### config.mk
export PLATFORM = sky130hd
export DESIGN_NAME = modular_exponentiation_top_flat
export DESIGN_NICKNAME = d
export VERILOG_FILES = /design/src/mexp_pkg.sv /design/src/mexp_if.sv /design/src/modular_exponentiation_top.sv /design/src/flat_wrapper.sv
export SDC_FILE = /design/constraint.sdc
export NUM_CORES = 1
export LEC_CHECK = 0
export BUFFER_PORTS_ARGS = -buffer_cell sky130_fd_sc_hd__clkbuf_2
export CAP_MARGIN = 40
export CELL_PAD_IN_SITES_DETAIL_PLACEMENT = 1
export CELL_PAD_IN_SITES_GLOBAL_PLACEMENT = 1
export CORE_MARGIN = 5
export CORE_UTILIZATION = 30
export CTS_BUF_LIST = sky130_fd_sc_hd__clkbuf_4
export CTS_CLUSTER_SIZE = 10
export DETAILED_ROUTE_END_ITERATION = 12
export PLACE_DENSITY_LB_ADDON = 0.1
export SLEW_MARGIN = 20
export SYNTH_ARGS = -nofsm -noshare
export SYNTH_HDL_FRONTEND = slang
export SYNTH_SLANG_ARGS = --single-unit
### constraint.sdc
create_clock -name clk -period 10.2 [get_ports clk]
set_input_delay 0.51 -clock clk [delete_from_list [all_inputs] [get_ports clk]]
set_output_delay 0.51 -clock clk [all_outputs]
set_load 0.01 [all_outputs]
### src/mexp_pkg.sv
// ----------------------------------------------------------------------------
// Modular exponentiation package
// Shared constants, action codes and the sequencer state type.
// ----------------------------------------------------------------------------
package mexp_pkg;

    localparam int unsigned MOD_BITS_DEF = 31;
    localparam int unsigned EXP_BITS_DEF = 63;

    localparam logic [63:0] MODULUS_RESET = 64'd1000000007;

    localparam logic ACT_POWER   = 1'b0;
    localparam logic ACT_INVERSE = 1'b1;

    typedef enum logic [2:0] {
        S_IDLE,
        S_REDUCE,
        S_CHECK,
        S_MUL,
        S_SQR,
        S_DONE
    } state_t;

endpackage

### src/mexp_if.sv
// ----------------------------------------------------------------------------
// Modular exponentiation channels
// Valid/ready request and response channels of the exponentiation block.
// ----------------------------------------------------------------------------
interface mexp_req_if #(
    parameter int unsigned MOD_BITS = mexp_pkg::MOD_BITS_DEF,
    parameter int unsigned EXP_BITS = mexp_pkg::EXP_BITS_DEF
);
    logic                valid;
    logic                ready;
    logic                action;
    logic [MOD_BITS-1:0] base;
    logic [EXP_BITS-1:0] exponent;

    modport source (output valid, output action, output base, output exponent, input ready);
    modport sink (input valid, input action, input base, input exponent, output ready);
endinterface

interface mexp_rsp_if #(
    parameter int unsigned MOD_BITS = mexp_pkg::MOD_BITS_DEF
);
    logic                valid;
    logic                ready;
    logic [MOD_BITS-1:0] result;

    modport source (output valid, output result, input ready);
    modport sink (input valid, input result, output ready);
endinterface

### src/modular_exponentiation_top.sv
// ----------------------------------------------------------------------------
// Modular exponentiation, square and multiply
// Raises a base to an exponent, or to modulus minus two for the inverse
// action, modulo a configured modulus, with one bit-serial modular multiplier.
//
// The request channel carries action, base and exponent; the response channel
// carries one result item for every request item. The user must write the
// modulus register through cfg_we and cfg_wdata only while the block is idle;
// the block itself does not enforce this. One multiply runs through all
// MOD_BITS multiplier bits on the shared shift-and-add unit, which retires
// one multiplier bit per cycle with two compare-and-subtract steps.
// An item costs one multiply to reduce the base, then for each exponent bit
// below the top set bit one square, and for each set bit one multiply, with
// a decision state after each multiply or square and states to enter and
// leave. A modulus below two skips the multiplies and returns zero.
// The block takes a new item only when the previous one has left the
// sequencer. The result sits in an output register, so the sequencer can run
// the next item while the receiver stalls and waits only to hand over.
// Reset clears the sequencer, drops the output valid and loads the modulus
// with 1000000007.
// ----------------------------------------------------------------------------
module modular_exponentiation_top #(
    parameter int unsigned MOD_BITS = mexp_pkg::MOD_BITS_DEF,
    parameter int unsigned EXP_BITS = mexp_pkg::EXP_BITS_DEF
) (
    input  logic                clk,
    input  logic                rst_n,
    input  logic                cfg_we,
    input  logic [MOD_BITS-1:0] cfg_wdata,
    mexp_req_if.sink            request,
    mexp_rsp_if.source          response
);
    import mexp_pkg::*;

    localparam int unsigned EW = (MOD_BITS > EXP_BITS) ? MOD_BITS : EXP_BITS;
    localparam int unsigned CW = $clog2(MOD_BITS);
    localparam logic [MOD_BITS-1:0] MOD_RST = MOD_BITS'(MODULUS_RESET);
    localparam logic [CW-1:0] CNT_LAST = CW'(MOD_BITS - 1);

    state_t              state_reg, state_next;
    logic [MOD_BITS-1:0] modulus_reg;
    logic [EW-1:0]       exp_reg, exp_next;
    logic [MOD_BITS-1:0] acc_reg, acc_next;
    logic [MOD_BITS-1:0] pw_reg, pw_next;
    logic [MOD_BITS-1:0] mx_reg, mx_next;
    logic [MOD_BITS-1:0] my_reg, my_next;
    logic [MOD_BITS-1:0] macc_reg, macc_next;
    logic [CW-1:0]       mcnt_reg, mcnt_next;
    logic [MOD_BITS-1:0] res_reg, res_next;
    logic                ovalid_reg, ovalid_next;

    logic                req_fire;
    logic                mod_small;
    logic                out_free;
    logic                mul_last;
    logic [MOD_BITS:0]   mod_ext;
    logic [MOD_BITS:0]   dbl;
    logic [MOD_BITS:0]   dbl_red;
    logic [MOD_BITS:0]   sum;
    logic [MOD_BITS:0]   sum_red;
    logic [MOD_BITS-1:0] mul_res;

    assign request.ready   = (state_reg == S_IDLE);
    assign response.valid  = ovalid_reg;
    assign response.result = res_reg;

    assign req_fire  = request.valid && request.ready;
    assign mod_small = modulus_reg < MOD_BITS'(2);
    assign out_free  = !ovalid_reg || response.ready;
    assign mul_last  = (mcnt_reg == '0);

    // One step of the interleaved modular multiplier, multiplier bits MSB first.
    assign mod_ext = {1'b0, modulus_reg};
    assign dbl     = {macc_reg, 1'b0};
    assign dbl_red = (dbl >= mod_ext) ? (dbl - mod_ext) : dbl;
    assign sum     = dbl_red + (mx_reg[MOD_BITS-1] ? {1'b0, my_reg} : '0);
    assign sum_red = (sum >= mod_ext) ? (sum - mod_ext) : sum;
    assign mul_res = sum_red[MOD_BITS-1:0];

    always_comb
    begin
        state_next = state_reg;
        unique case (state_reg)
            S_IDLE:
            begin
                if (req_fire)
                begin
                    state_next = mod_small ? S_DONE : S_REDUCE;
                end
            end
            S_REDUCE, S_MUL, S_SQR:
            begin
                if (mul_last)
                begin
                    state_next = S_CHECK;
                end
            end
            S_CHECK:
            begin
                if (exp_reg == '0)
                begin
                    state_next = S_DONE;
                end
                else if (exp_reg[0])
                begin
                    state_next = S_MUL;
                end
                else
                begin
                    state_next = S_SQR;
                end
            end
            S_DONE:
            begin
                if (out_free)
                begin
                    state_next = S_IDLE;
                end
            end
            default:
            begin
                state_next = S_IDLE;
            end
        endcase
    end

    always_comb
    begin
        exp_next    = exp_reg;
        acc_next    = acc_reg;
        pw_next     = pw_reg;
        mx_next     = mx_reg;
        my_next     = my_reg;
        macc_next   = macc_reg;
        mcnt_next   = mcnt_reg;
        res_next    = res_reg;
        ovalid_next = ovalid_reg;
        if (ovalid_reg && response.ready)
        begin
            ovalid_next = 1'b0;
        end
        unique case (state_reg)
            S_IDLE:
            begin
                if (req_fire)
                begin
                    if (mod_small)
                    begin
                        acc_next = '0;
                    end
                    else
                    begin
                        acc_next  = MOD_BITS'(1);
                        exp_next  = (request.action == ACT_INVERSE)
                                  ? EW'(modulus_reg - MOD_BITS'(2))
                                  : EW'(request.exponent);
                        mx_next   = request.base;
                        my_next   = MOD_BITS'(1);
                        macc_next = '0;
                        mcnt_next = CNT_LAST;
                    end
                end
            end
            S_REDUCE, S_MUL, S_SQR:
            begin
                macc_next = mul_res;
                mx_next   = {mx_reg[MOD_BITS-2:0], 1'b0};
                mcnt_next = mcnt_reg - CW'(1);
                if (mul_last)
                begin
                    if (state_reg == S_MUL)
                    begin
                        acc_next    = mul_res;
                        exp_next[0] = 1'b0;
                    end
                    else if (state_reg == S_SQR)
                    begin
                        pw_next  = mul_res;
                        exp_next = exp_reg >> 1;
                    end
                    else
                    begin
                        pw_next = mul_res;
                    end
                end
            end
            S_CHECK:
            begin
                macc_next = '0;
                mcnt_next = CNT_LAST;
                mx_next   = exp_reg[0] ? acc_reg : pw_reg;
                my_next   = pw_reg;
            end
            S_DONE:
            begin
                if (out_free)
                begin
                    res_next    = acc_reg;
                    ovalid_next = 1'b1;
                end
            end
            default:
            begin
            end
        endcase
    end

    always_ff @(posedge clk or negedge rst_n)
    begin
        if (!rst_n)
        begin
            state_reg   <= S_IDLE;
            ovalid_reg  <= 1'b0;
            modulus_reg <= MOD_RST;
        end
        else
        begin
            state_reg  <= state_next;
            ovalid_reg <= ovalid_next;
            if (cfg_we)
            begin
                modulus_reg <= cfg_wdata;
            end
        end
    end

    always_ff @(posedge clk)
    begin
        exp_reg  <= exp_next;
        acc_reg  <= acc_next;
        pw_reg   <= pw_next;
        mx_reg   <= mx_next;
        my_reg   <= my_next;
        macc_reg <= macc_next;
        mcnt_reg <= mcnt_next;
        res_reg  <= res_next;
    end

    // The running product of the multiplier never leaves the residue range.
    a_macc_reduced: assert property (@(posedge clk) disable iff (!rst_n)
        (state_reg == S_MUL || state_reg == S_SQR) |-> (macc_reg < modulus_reg))
        else $error("multiplier partial product not reduced");

    // Both operands are residues whenever the sequencer picks the next step.
    a_operands_reduced: assert property (@(posedge clk) disable iff (!rst_n)
        (state_reg == S_CHECK) |-> (acc_reg < modulus_reg && pw_reg < modulus_reg))
        else $error("accumulator or power not reduced");

    // Each finished square consumes exactly one exponent bit.
    a_exp_shift: assert property (@(posedge clk) disable iff (!rst_n)
        (state_reg == S_SQR && mul_last) |=> (exp_reg == ($past(exp_reg) >> 1)))
        else $error("exponent not shifted after square");

    // A pending result is never overwritten while the receiver stalls.
    a_no_overwrite: assert property (@(posedge clk) disable iff (!rst_n)
        (ovalid_reg && !response.ready) |=> (res_reg == $past(res_reg)))
        else $error("pending result overwritten");

endmodule
### src/flat_wrapper.sv
// flat-port wrapper written by rule: the top's interface ports become plain ports
module modular_exponentiation_top_flat import mexp_pkg::*;
#(
    parameter int unsigned MOD_BITS = mexp_pkg::MOD_BITS_DEF,
    parameter int unsigned EXP_BITS = mexp_pkg::EXP_BITS_DEF
)
  (clk, rst_n, cfg_we, cfg_wdata, request_valid, request_action, request_base, request_exponent, request_ready, response_valid, response_result, response_ready);
  mexp_req_if #(.MOD_BITS(MOD_BITS), .EXP_BITS(EXP_BITS)) request_i ();
  mexp_rsp_if #(.MOD_BITS(MOD_BITS)) response_i ();
  input  logic clk;
  input  logic rst_n;
  input  logic cfg_we;
  input  logic [MOD_BITS-1:0] cfg_wdata;
  input wire logic [$bits(request_i.valid)-1:0] request_valid;
  input wire logic [$bits(request_i.action)-1:0] request_action;
  input wire logic [$bits(request_i.base)-1:0] request_base;
  input wire logic [$bits(request_i.exponent)-1:0] request_exponent;
  output wire logic [$bits(request_i.ready)-1:0] request_ready;
  output wire logic [$bits(response_i.valid)-1:0] response_valid;
  output wire logic [$bits(response_i.result)-1:0] response_result;
  input wire logic [$bits(response_i.ready)-1:0] response_ready;
  assign request_i.valid = request_valid;
  assign request_i.action = request_action;
  assign request_i.base = request_base;
  assign request_i.exponent = request_exponent;
  assign request_ready = request_i.ready;
  assign response_valid = response_i.valid;
  assign response_result = response_i.result;
  assign response_i.ready = response_ready;
  modular_exponentiation_top #(.MOD_BITS(MOD_BITS), .EXP_BITS(EXP_BITS)) u_core (.clk(clk), .rst_n(rst_n), .cfg_we(cfg_we), .cfg_wdata(cfg_wdata), .request(request_i), .response(response_i));
endmodule
======== Word-level counts from Yosys, hierarchy flattened ========
Index checks and enable logic that the tools add are counted.
word-level totals
  flip-flop bits (word level) ............. 289
  bits of input ports ..................... 131
  output and inout port bits .............. 33
  word-level logic and storage cells ...... 92
cells by class
  add/sub/neg operators ................... 5
  $lt $le $gt $ge ......................... 3
  equality and inequality tests ........... 13
  muxes and demuxes ....................... 39
  bitwise gates (word level) .............. 1
  reduce and logical (&&, ||, !) cells .... 19
operator list
  operator                 count
  $mux W31                 12
  $mux W63                 5
  $pmux W31 S3             2
  $pmux W63 S2             1
  $pmux W31 S2             2
  $ge A32 B31 Y1           2
  $logic_not A63 Y1        1
  $mux W62                 1
  $add A32 B31 Y32         1
  $mux W32                 1
  $sub A31 B2 Y32 const B  1
  $sub A32 B31 Y32         1
  $lt A31 B2 Y1 const B    1
  $sub A31 B31 Y31         1
  $mux W3                  6
  $pmux W5 S3              1
  $pmux W3 S4              1
  $reduce_and A3 Y1        4
  $mux W5                  2
  $ne A2 B1 Y1 const B     4
  $eq A3 B2 Y1 const B     2
  $eq A3 B3 Y1 const B     2
  $ne A2 B2 Y1 const B     3
  $reduce_and A6 Y1        1
  16 further kinds         22

======== Longest topological paths before layout ========
  depth in word-level cells ............... 8
  mapped depth ............................ 38
  mapped depth without buffers ............ 33

======== Worst setup path before layout ========
No wires, ideal clock.
  kind .................................... reg2reg
  from .................................... register u_core.modulus_reg[19]
  to ...................................... register u_core.acc_reg[29] (data pin)
  library setup time ...................... 0.258 ns
  arrival ................................. 7.853 ns
  required time ........................... 9.942 ns
  path slack .............................. 2.090 ns
  cell stages (with the launch flop) ...... 38
  buffers on the path ..................... 5
  clock period less this slack ............ 8.110 ns
  cells stage by stage .................... dfstp_2 inv_1 ha_1 buf_2 a21o_1 a21o_1 or4_1 a21oi_1 o211a_1 o21a_1 clkbuf_1 clkbuf_1 nand2_1 o31ai_1 ha_1 o21ai_0 nor3b_1 a221oi_1 [2 not listed] a21o_1 a21o_1 a21oi_1 xnor2_1 ha_1 a21o_1 a21o_1 a21o_1 a21oi_1 o21ai_0 a211o_1 a221oi_1 o31a_1 clkbuf_1 nand2_2 buf_4 mux2_2 and2_1
on the way
  longest elaborated chain between the ends .. 8
  elaborated cells between the ends (all ways) .. 10
  those cells by class .................... add/sub: 3; order compare: 2; mux: 5
ends and longest elaborated chain
  what                                                RTL line                           text
  from (decl)                                         modular_exponentiation_top.sv:41   logic [MOD_BITS-1:0] modulus_reg;
  from (signal assigned)                              modular_exponentiation_top.sv:222  modulus_reg <= cfg_wdata;
  $sub A32 B31 Y32 or $ge A32 B31 Y1 (tied branches)  modular_exponentiation_top.sv:75   assign dbl_red = (dbl >= mod_ext) ? (dbl - mod_ext) : dbl;
  $mux W32                                            modular_exponentiation_top.sv:75
  $add A32 B31 Y32                                    modular_exponentiation_top.sv:76   assign sum = dbl_red + (mx_reg[MOD_BITS-1] ? {1'b0, my_reg} : '0);
  $sub A31 B31 Y31 or $ge A32 B31 Y1 (tied branches)  modular_exponentiation_top.sv:77   assign sum_red = (sum >= mod_ext) ? (sum - mod_ext) : sum;
  $mux W31 *                                          modular_exponentiation_top.sv:77
  via u_core.sum_red[29]                              modular_exponentiation_top.sv:60   logic [MOD_BITS:0] sum_red;
  $mux W31 *                                          modular_exponentiation_top.sv:171  if (state_reg == S_MUL)
  $mux W31 *                                          modular_exponentiation_top.sv:169  if (mul_last)
  $pmux W31 S2 *                                      modular_exponentiation_top.sv:142  unique case (state_reg)
  to (signal assigned)                                modular_exponentiation_top.sv:230  acc_reg <= acc_next;
  to (decl)                                           modular_exponentiation_top.sv:43   logic [MOD_BITS-1:0] acc_reg, acc_next;
The timed path passes the listed nets; every way through them passes the cells marked *. The select of a mux whose other input is x is not followed.
A chain may end at the register's enable or synchronous reset.

======== Worst setup path in the final report ========
  from .................................... register u_core.modulus_reg[19]
  to ...................................... register u_core.macc_reg[18] (data pin)
on the way
  longest elaborated chain between the ends .. 6
  elaborated cells between the ends (all ways) .. 8
  those cells by class .................... add/sub: 3; order compare: 2; mux: 3
ends and longest elaborated chain
  what                                                RTL line                           text
  $sub A32 B31 Y32 or $ge A32 B31 Y1 (tied branches)  modular_exponentiation_top.sv:75
  $mux W32                                            modular_exponentiation_top.sv:75
  $add A32 B31 Y32                                    modular_exponentiation_top.sv:76
  $ge A32 B31 Y1 or $sub A31 B31 Y31 (tied branches)  modular_exponentiation_top.sv:77
  $mux W31 *                                          modular_exponentiation_top.sv:77
  via u_core.sum_red[18]                              modular_exponentiation_top.sv:60
  $pmux W31 S3 *                                      modular_exponentiation_top.sv:142
  to (signal assigned)                                modular_exponentiation_top.sv:234  macc_reg <= macc_next;
  to (decl)                                           modular_exponentiation_top.sv:47   logic [MOD_BITS-1:0] macc_reg, macc_next;
The timed path passes the listed nets; every way through them passes the cells marked *.

==> impl_metrics.csv <==
group,metric,value,unit
run_status,outcome,"finished clean",
critical_path,cp_max_fo,57,
global_route,grt_pass1_vias,15569,
floorplan,coreArea,0.0589,sq mm
finish,largest_reg_flops,63,
cts,clk_transition_reported_paths,0.07,ns
yosys,synth-seq-cells,289,
sta,setup_viol,0,
finish,final_common_cell,"edfxtp_1",
critical_path,crit_top_cell,"a21o_1",
sta,period_minus_slack,8.97,ns
critical_path,cp-start-kind,"flip-flop",
sta,fin_skew,0.0505,ns
routing,first_iter_violations,721,
routing,ant_nets,0,
cts,clkLatencyLatePin,0.83,ns
cts,cts-resized-gates,0,
global_route,use_met2,0.306,
sta,fin_tns_setup,0,ns
sta,max_freq,0.111,GHz
sta,worstMarginPinSlew,0.796,ns
yosys,synth.distinct_cells,82,
cts,cts_made_buffers,86,
cts,ctsHoldBuffers,101,
cts,post_cts_buffers,0,
yosys,seq_area_frac_synth,0.480,
floorplan,die_h,253,microns
floorplan,die_w,253,microns
yosys,synth_area,0.0178,sq mm
routing,dr.pass1.iters,5,
place,dp.final_hpwl,45800,microns
cts,cts_buffer_depth,3,
floorplan,die-area,0.0642,sq mm
cts,cts_tree,"yes",
global_route,grt_pass1_wl,93600,microns
place,port_buffers,163,
yosys,synth_cells,1758,
routing,route.vias.total,14705,
yosys,syn_area_per_cell,10.1,sq um
yosys,ys.warnings.count,0,
cts,clockRootBuffer,"clkbuf_4",
yosys,synth_fp_nets,1987,
yosys,synth_edf_count,254,
finish,final_area,0.0218,sq mm
place,post_dp_cell_area,0.0196,sq mm
finish,fillCellCount,6666,
floorplan,start_util,0.302,
sta,min_period_over_period,0.880,
yosys,synth_flop_cell,"edfxtp_1",
finish,drive_gt1_frac,0.196,
job,drv_cap,0,
routing,routed_wl,62100,microns
sta,relSlewSlack,0.469,
routing,route.detailed.drc,0,
critical_path,worstSetupPathType,"reg -> reg",
sta,rsz0062_at_grt,"no",
floorplan,row_count,89,
critical_path,rrSetupSlack,1.23,ns
sta,final-max-slew-violation-count,0,
yosys,yosys.area.top_type,"edfxtp_1",
finish,mostFrequentLayoutCells,"edfxtp_1 (254), nand2_1 (198), o21ai_0 (174)",
finish,area_growth,22.4,%
global_route,grtUsageMet3,0.0302,
yosys,postSynth.asyncResetShare,0.121,
global_route,grt_busiest_layer,"met2",
cts,htreeDepth,3,
yosys,ys_top_cells_by_area,"edfxtp_1 (43%), ha_1 (6.7%), o21ai_0 (4.9%)",
global_route,grt.overflow.total,0,
cts,cts.sinks,289,
routing,wl_per_cell,21.4,microns
floorplan,io_pins,164,
finish,fin_nets,2284,
critical_path,crit_arrival,9.52,ns
global_route,antenna_found_initial,3,
critical_path,slowest_stage,"dfstp_2",
critical_path,max_stage_delay,0.56,ns
routing,vias_per_cell,5.08,
global_route,grt_util_met1,0.262,
min_path,hold_class,"in -> reg",
global_route,grt_max_degree,82,
sta,hold_viol,0,
critical_path,crit_path_end_kind,"flip-flop",
global_route,grt_use_total,0.189,
place,gp_congestion,0.855,
yosys,synth_top_cell_area_share,0.429,
critical_path,critPathRequiredTime,10.74,ns
## Yosys cell counts, types with 4 or more instances
master / instances
o21ai_1: 8
and3_1: 14
nor2b_1: 11
a221oi_1: 8
clkbuf_1: 68
o21a_1: 19
a211oi_1: 5
nand4_1: 19
dfstp_2: 16
nor4_1: 24
inv_1: 58
buf_1: 9
o2111ai_1: 4
a21oi_1: 123
nand3_1: 37
a31o_2: 4
buf_2: 4
a31oi_1: 10
nand2b_1: 15
xor2_1: 24
nor2_1: 104
or3_1: 10
xnor2_1: 80
ha_1: 95
edfxtp_1: 254
a21boi_0: 4
o211ai_1: 8
o21bai_1: 10
and2_1: 90
mux2i_1: 34
mux2_2: 27
nor3_1: 24
nand2_1: 198
dfrtp_1: 19
o31ai_1: 9
a21o_1: 42
a221o_1: 30
o21ai_0: 174
## routing by layer
layer  vias to the layer above  part of all wire
met5                         -           0.00021
met4                         2             0.020
met3                        66             0.040
met2                       311              0.46
met1                      7187              0.48
li1                       7139                 -
## critical path: cells and delay by family, from the launching register on
kind	cells	cell delay, ns
AOI/OAI and AO/OA	20	4.28
xor gates and xnor gates	1	0.18
adders and majority gates	3	1.06
buffers and inverters	5	1.17
DFF	1	0.56
muxes	1	0.29
and+or+nand+nor	6	1.12
## per-stage QoR
| stage | hold slack, ns | util | setup WS, ns | instances |
|---|---|---|---|---|
| 6_report | 0.0909 | 0.369 | 1.23 | 2895 |
| 4_1_cts | 0.000669 | 0.369 | 1.27 | 2892 |
| 2_1_floorplan | 0.214 | - | 2.09 | 1758 |
| 3_5_place_dp | 0.428 | 0.333 | 1.34 | 2638 |
| 5_1_grt | 0.0509 | 0.369 | 0.732 | 2894 |
| 3_3_place_gp | 0.433 | 0.330 | 1.62 | 2632 |
## final timing paths
| kind | start | endpoint | cells past startpoint |
|---|---|---|---|
| max reg2reg | u_core.modulus_reg[19] | u_core.macc_reg[18] | 36 |
| min in group asynchronous | rst_n | u_core.response.valid | 2 |
| max | u_core.modulus_reg[19] | u_core.macc_reg[18] | 36 |
| min reg2reg | u_core.acc_reg[25] | u_core.response.result[25] | 0 |
| max in group asynchronous | rst_n | u_core.modulus_reg[24] | 3 |
| min | request_exponent[60] | u_core.exp_reg[60] | 3 |
## cell type report
type | instances | area [sq um] | area share
multi-input cells | 1323 | 8750 | 0.402
flip-flops and latches | 289 | 8520 | 0.392
repair buffers | 294 | 2170 | 0.0997
clock buffers | 136 | 1020 | 0.0469
well taps | 773 | 967 | 0.0445
inverters | 61 | 229 | 0.0105
clock inverters | 17 | 91.3 | 0.00420
diodes | 2 | 5.00 | 0.000230
## cell families after synthesis
family | share of synthesized area
mux | 0.0363
buf+inv | 0.0322
simple gates | 0.158
compound gates | 0.172
fa+ha+maj | 0.0703
xor+xnor | 0.0522
flops | 0.480
Power is left out: the tool's default activity adds up to more than one toggle a clock period on the data nets, which glitch-free logic cannot reach.
